$ cat src/rtl/ffa_pkg.sv
package ffa_pkg;

  localparam int ADDR_BITS        = 32;
  localparam int HEADER_BYTES     = 16;
  localparam int MAX_SEGMENTS_DEF = 64;

  typedef enum logic [1:0] {
    STAT_OK      = 2'd0,
    STAT_OOM     = 2'd1,
    STAT_BADFREE = 2'd2
  } status_t;

  typedef enum logic {
    REQ_ALLOC = 1'b0,
    REQ_FREE  = 1'b1
  } req_t;

  typedef enum logic {
    REG_HEAP_BASE  = 1'b0,
    REG_HEAP_LIMIT = 1'b1
  } cfg_reg_t;

  typedef enum logic [3:0] {
    ST_IDLE,
    ST_SRD,
    ST_SCHK,
    ST_NRD,
    ST_NCHK,
    ST_PLAN,
    ST_MVRD,
    ST_MVWR,
    ST_WR0,
    ST_WR1,
    ST_FIN
  } state_t;

  typedef struct packed {
    logic        used;
    logic [31:0] start;
    logic [31:0] size;
  } seg_entry_t;

  // payload address of a segment, wrapped to ADDR_BITS
  function automatic logic [33:0] payload_of(logic [31:0] base, logic [31:0] start);
    logic [33:0] sum;
    logic [33:0] msk;
    sum = {2'b0, base} + {2'b0, start} + 34'(HEADER_BYTES);
    msk = (ADDR_BITS >= 34) ? '1 : 34'((64'd1 << ADDR_BITS) - 64'd1);
    return sum & msk;
  endfunction

  function automatic logic [33:0] addr_wrap(logic [31:0] a);
    logic [33:0] msk;
    msk = (ADDR_BITS >= 34) ? '1 : 34'((64'd1 << ADDR_BITS) - 64'd1);
    return {2'b0, a} & msk;
  endfunction

endpackage

$ cat src/rtl/ffa_seg_mem.sv
module ffa_seg_mem #(
  parameter int DEPTH = ffa_pkg::MAX_SEGMENTS_DEF,
  parameter int IW    = $clog2(ffa_pkg::MAX_SEGMENTS_DEF)
) (
  input  logic                clk,
  input  logic                wr_en,
  input  logic [IW-1:0]       wr_addr,
  input  ffa_pkg::seg_entry_t wr_data,
  input  logic [IW-1:0]       rd_addr,
  output ffa_pkg::seg_entry_t rd_data
);
  import ffa_pkg::*;

  seg_entry_t mem [DEPTH];
  seg_entry_t rd_data_r;

  always_ff @(posedge clk) begin
    if (wr_en) begin
      mem[wr_addr] <= wr_data;
    end
    rd_data_r <= mem[rd_addr];
  end

  assign rd_data = rd_data_r;

endmodule
$ cat config.mk
export PLATFORM = sky130hd
export DESIGN_NAME = ffa_seg_mem
export DESIGN_NICKNAME = d
export VERILOG_FILES = /design/src/rtl/ffa_pkg.sv /design/src/rtl/ffa_seg_mem.sv
export SDC_FILE = /design/constraint.sdc
export NUM_CORES = 2
export LEC_CHECK = 0
export BUFFER_PORTS_ARGS = -buffer_cell sky130_fd_sc_hd__buf_2
export CORE_ASPECT_RATIO = 0.8
export CORE_UTILIZATION = 40
export CTS_BUF_LIST = sky130_fd_sc_hd__clkbuf_16
export DETAILED_ROUTE_END_ITERATION = 12
export SLEW_MARGIN = 20
export SYNTH_ARGS = -nofsm -noshare
export SYNTH_HDL_FRONTEND = slang
export SYNTH_MEMORY_MAX_BITS = 65536
export SYNTH_SLANG_ARGS = --single-unit
$ cat constraint.sdc
create_clock -name clk -period 9.2 [get_ports clk]
set_clock_uncertainty 0.2 [all_clocks]
set_input_delay 1.38 -clock clk [delete_from_list [all_inputs] [get_ports clk]]
set_output_delay 1.38 -clock clk [all_outputs]
set_load 0.005 [all_outputs]
==> flow_results.org <==
** Status
- The run finished with clean final reports.

** Floorplanning
- Standard-cell rows :: 206
- IO Pins :: 144
- Measured along the y axis, the die boundary spans 565 µm.
- The die covers 398000 µm².
- Core area :: 394000 µm²
- Measured along the x axis, the die boundary spans 705 µm.
- For this configuration, the core starts out at a cell density of 0.402.

** Routing
- After detailed routing, the average wire length per cell comes to 37.3 µm.
- Via-per-instance ratio :: 6.21
- The final route contains 77900 vias.
- In this run, the number of DRC markers left after iteration 0 of detailed routing was 11200.
- Post-route ant nets :: 0
- The first detailed-routing pass took 5 iterations.
- Remaining DRCs :: 0
- Wires add up to 467000 µm.

** CTS
- Number of H-tree branching levels :: 5
- Count of clock tree sinks :: 4225
- The clock reaches the later pin of the worst-skew pair after 0.96 ns.
- Hold repair after CTS inserted 0 buffers.
- Maximum buffer depth of the clock tree :: 4
- Cell chosen for the clock root :: clkbuf_16
- # Post-CTS Setup Buffers :: 0
- TritonCTS built the clock tree.
- Counting the buffers created by CTS gives 397.
- Gates resized during post-CTS repair numbered 0.
- After clock tree synthesis, the clock-pin slew on the worst setup and hold paths is 0.06 ns.

** Critical path
- Worst r2r path cells :: 4
- Largest fanout of any net on the critical path :: 30
- Endpoint type of the worst setup path :: register
- The startpoint identified for the worst register-to-register timing path is mem[43][24].
- The most critical setup path has its startpoint at wr_addr[1].
- The signal on the critical path passes through buf_2, nor2b_1, nand3_1, nor2_4, buf_4, buf_4.
- Reg2Reg Capture Point :: rd_data[24]
- The critical path is of the in2reg type.
- Critical path data arrival time :: 4.60 ns
- Buf+Inv Stages, Crit Path :: 3
- STA puts the critical path data required time at 9.50 ns.
- The cell family contributing the most delay on the critical path is simple AND/OR/NAND/NOR gates.
- Most Frequent Cell on Critical Path :: buf_4
- CP Launch Type :: input port
- Peak per-stage delay on the critical path :: 0.93 ns
- In this run the register-to-register setup slack is 6.90 ns.
- Cell with the largest stage delay on the worst path :: nor2_4

** Logic synthesis
- Of the total synthesized cell area, the portion taken by full adders, half adders and majority gates is 0.
- The number of different library cells used by synthesis comes to 27.
- Synth Cell Area :: 158000 µm²
- Net count of the mapped netlist :: 6685
- Yosys top cell area share :: 0.789
- Fraction of the yosys area taken by sequential cells :: 0.797
- The largest total area in the synthesized netlist belongs to edfxtp_1.
- Leading post-synthesis cells by cell area :: edfxtp_1 79%, mux4_2 15%, a22oi_1 1.2%
- Cell count after synthesis :: 6606
- Main combinational cell family by area after synthesis :: multiplexers
- After synthesis, the share of cell area in mux cells is 0.154.
- Fraction of the mapped netlist area in simple logic gates :: 0.00911
- Fraction of synthesized cell area in xor and xnor cells :: 0
- Counting flops and latches in the post-synthesis netlist gives 4225.
- Post-synthesis average cell area :: 24.0 µm²
- The share of the synthesized area in compound gates (AO/OA/AOI/OAI) was 0.0272.
- Number of warnings issued by yosys :: 0

** STA
- Achievable frequency :: 233 MHz
- Worst relative slew slack :: 0.167
- Final count of pins violating max slew :: 0
- Worst Tran Pin Value :: 1.25 ns
- Final TNS setup :: 0 ns
- Worst hold slack :: 0.622 ns
- Post-route setup slack :: 4.91 ns
- Of the available clock period, the critical path in the final layout requires 0.467.
- Final number of setup-violating endpoints :: 0
- Time the worst path needs with I/O delays and setup :: 4.29 ns
- Final hold violations :: 0
- Setup repair after global routing missed its margin :: false

** Global routing
- Total gr overflow :: 0
- Number of antenna violations at the first check in global routing :: 29
- Entering global routing, the biggest net connects 102 pins.
- The first global-routing pass estimated 639000 µm of wire.
- Overall routing resource usage :: 0.231
- The via count of the first global-routing pass is 76900.

** Worst hold path
- Hold Crit Endpoint :: rd_data[2]
- Hold Path Origin :: mem[30][2]
- Kind of path behind the tightest hold check :: reg2reg
- Number of cells traversed by the worst hold path :: 4

** Layout
- Layout overhead on the synthesized area :: 13.1%
- Final design instance area without fill :: 179000 µm²
- Most common library cell in the layout ignoring fill and taps :: edfxtp_1
- Final Non-Filler Cells :: 12500
- Area taken by flip-flops and latches :: 126000 µm²
- In the final layout, the share of cells above drive strength 1 is 0.277.
- Fill cells in the final layout number 32400.
- In the layout the commonest cells are 4160 x edfxtp_1, 1040 x mux4_2, 402 x clkbuf_16, 260 x a22oi_1, 228 x buf_4.
- For this run, the post-layout net count is 7081.
- Summing all multi-input logic gate instances after layout gives 30800 µm².
- For this run, the share of the core covered by cells in the final layout is 0.455.

** Power and ir drop
- For this design the static power due to leakage is 55.4 nW.
- Pwr Density :: 220 nW/µm²
- IR analysis of the VDD net gives a maximum drop of 0.196 mV.
- Total power of the final layout :: 39.3 mW

** Place
- At the end of routability-driven placement, the weighted congestion stood at 0.799.
- During placement, the flow inserted port buffers numbering 143.
- Instance count after placement with tap cells included :: 11800
- Timing analysis after detailed placement gives a worst setup slack of 4.04 ns.
- DP HPWL :: 244000 µm
- After detailed placement, the total cell area comes to 166000 µm².

** Run
- Max-cap violations in this run came to 0.
registers in the layout, indices dropped and copies added, names as in the netlist:
| signal | flops |
|---|---|
| mem | 4160 |
| rd_data | 65 |
how the worst max path moves through the flow:
| stage | end | cells after the start |
|---|---|---|
| after floorplan | mem[48][0] | 4 |
| after global placement | mem[43][9] | 6 |
| after detailed placement | mem[21][27] | 6 |
| after CTS | mem[43][25] | 6 |
| after global routing | mem[43][25] | 6 |
| final | mem[43][22] | 6 |
area by class of cell:
class / instances / share of cell area
Tap cell: 5200 / 0.0363
Timing Repair Buffer: 374 / 0.0167
Multi-Input combinational cell: 2004 / 0.172
Clock buffer: 402 / 0.0562
Sequential cell: 4225 / 0.705
Antenna cell: 10 / 0.000140
Clock inverter: 327 / 0.0143
cells in the mapped netlist:
master	n
nand4b_1	1
a22oi_1	260
mux2i_1	103
o221ai_1	46
clkbuf_1	120
buf_4	37
buf_2	186
nand3_1	115
nand2b_1	9
a211oi_1	65
o22ai_1	130
nand4_1	2
or2_2	2
dfxtp_1	65
or3_1	3
edfxtp_1	4160
or3b_2	4
and2_1	3
nor2_1	112
o211a_1	65
nor3_1	2
buf_1	18
mux4_2	1040
nand3b_1	25
buf_6	16
nand2_1	8
nor2b_1	9
power by group:
group | internal (mW) | switching [mW] | leakage (nW)
sequential | 21.3 | 0.0912 | 38.0
combinational | 0.648 | 1.17 | 10.9
clock | 8.93 | 7.18 | 6.54
total | 30.9 | 8.45 | 55.4
worst min-delay path, cell delays in order, from the launching register on:
cell and delay [ns]:
edfxtp_1 0.31, mux4_2 0.22, a22oi_1 0.06, nand3_1 0.08
o211a_1 0.13
cell families after synthesis:
group,Yosys count
buffers and inverters,377
AND/OR/NAND/NOR,295
AO/OA/AOI/OAI,566
multiplexers,1143
flip-flops,4225
per-layer routing:
| layer | part of all wire | global-route usage |
|---|---|---|
| met5 | 0.00016 | 0 |
| met4 | 0.033 | 0.0679 |
| met3 | 0.11 | 0.0516 |
| met2 | 0.46 | 0.358 |
| met1 | 0.40 | 0.332 |
No activity file was read; power rests on OpenSTA's default activity.
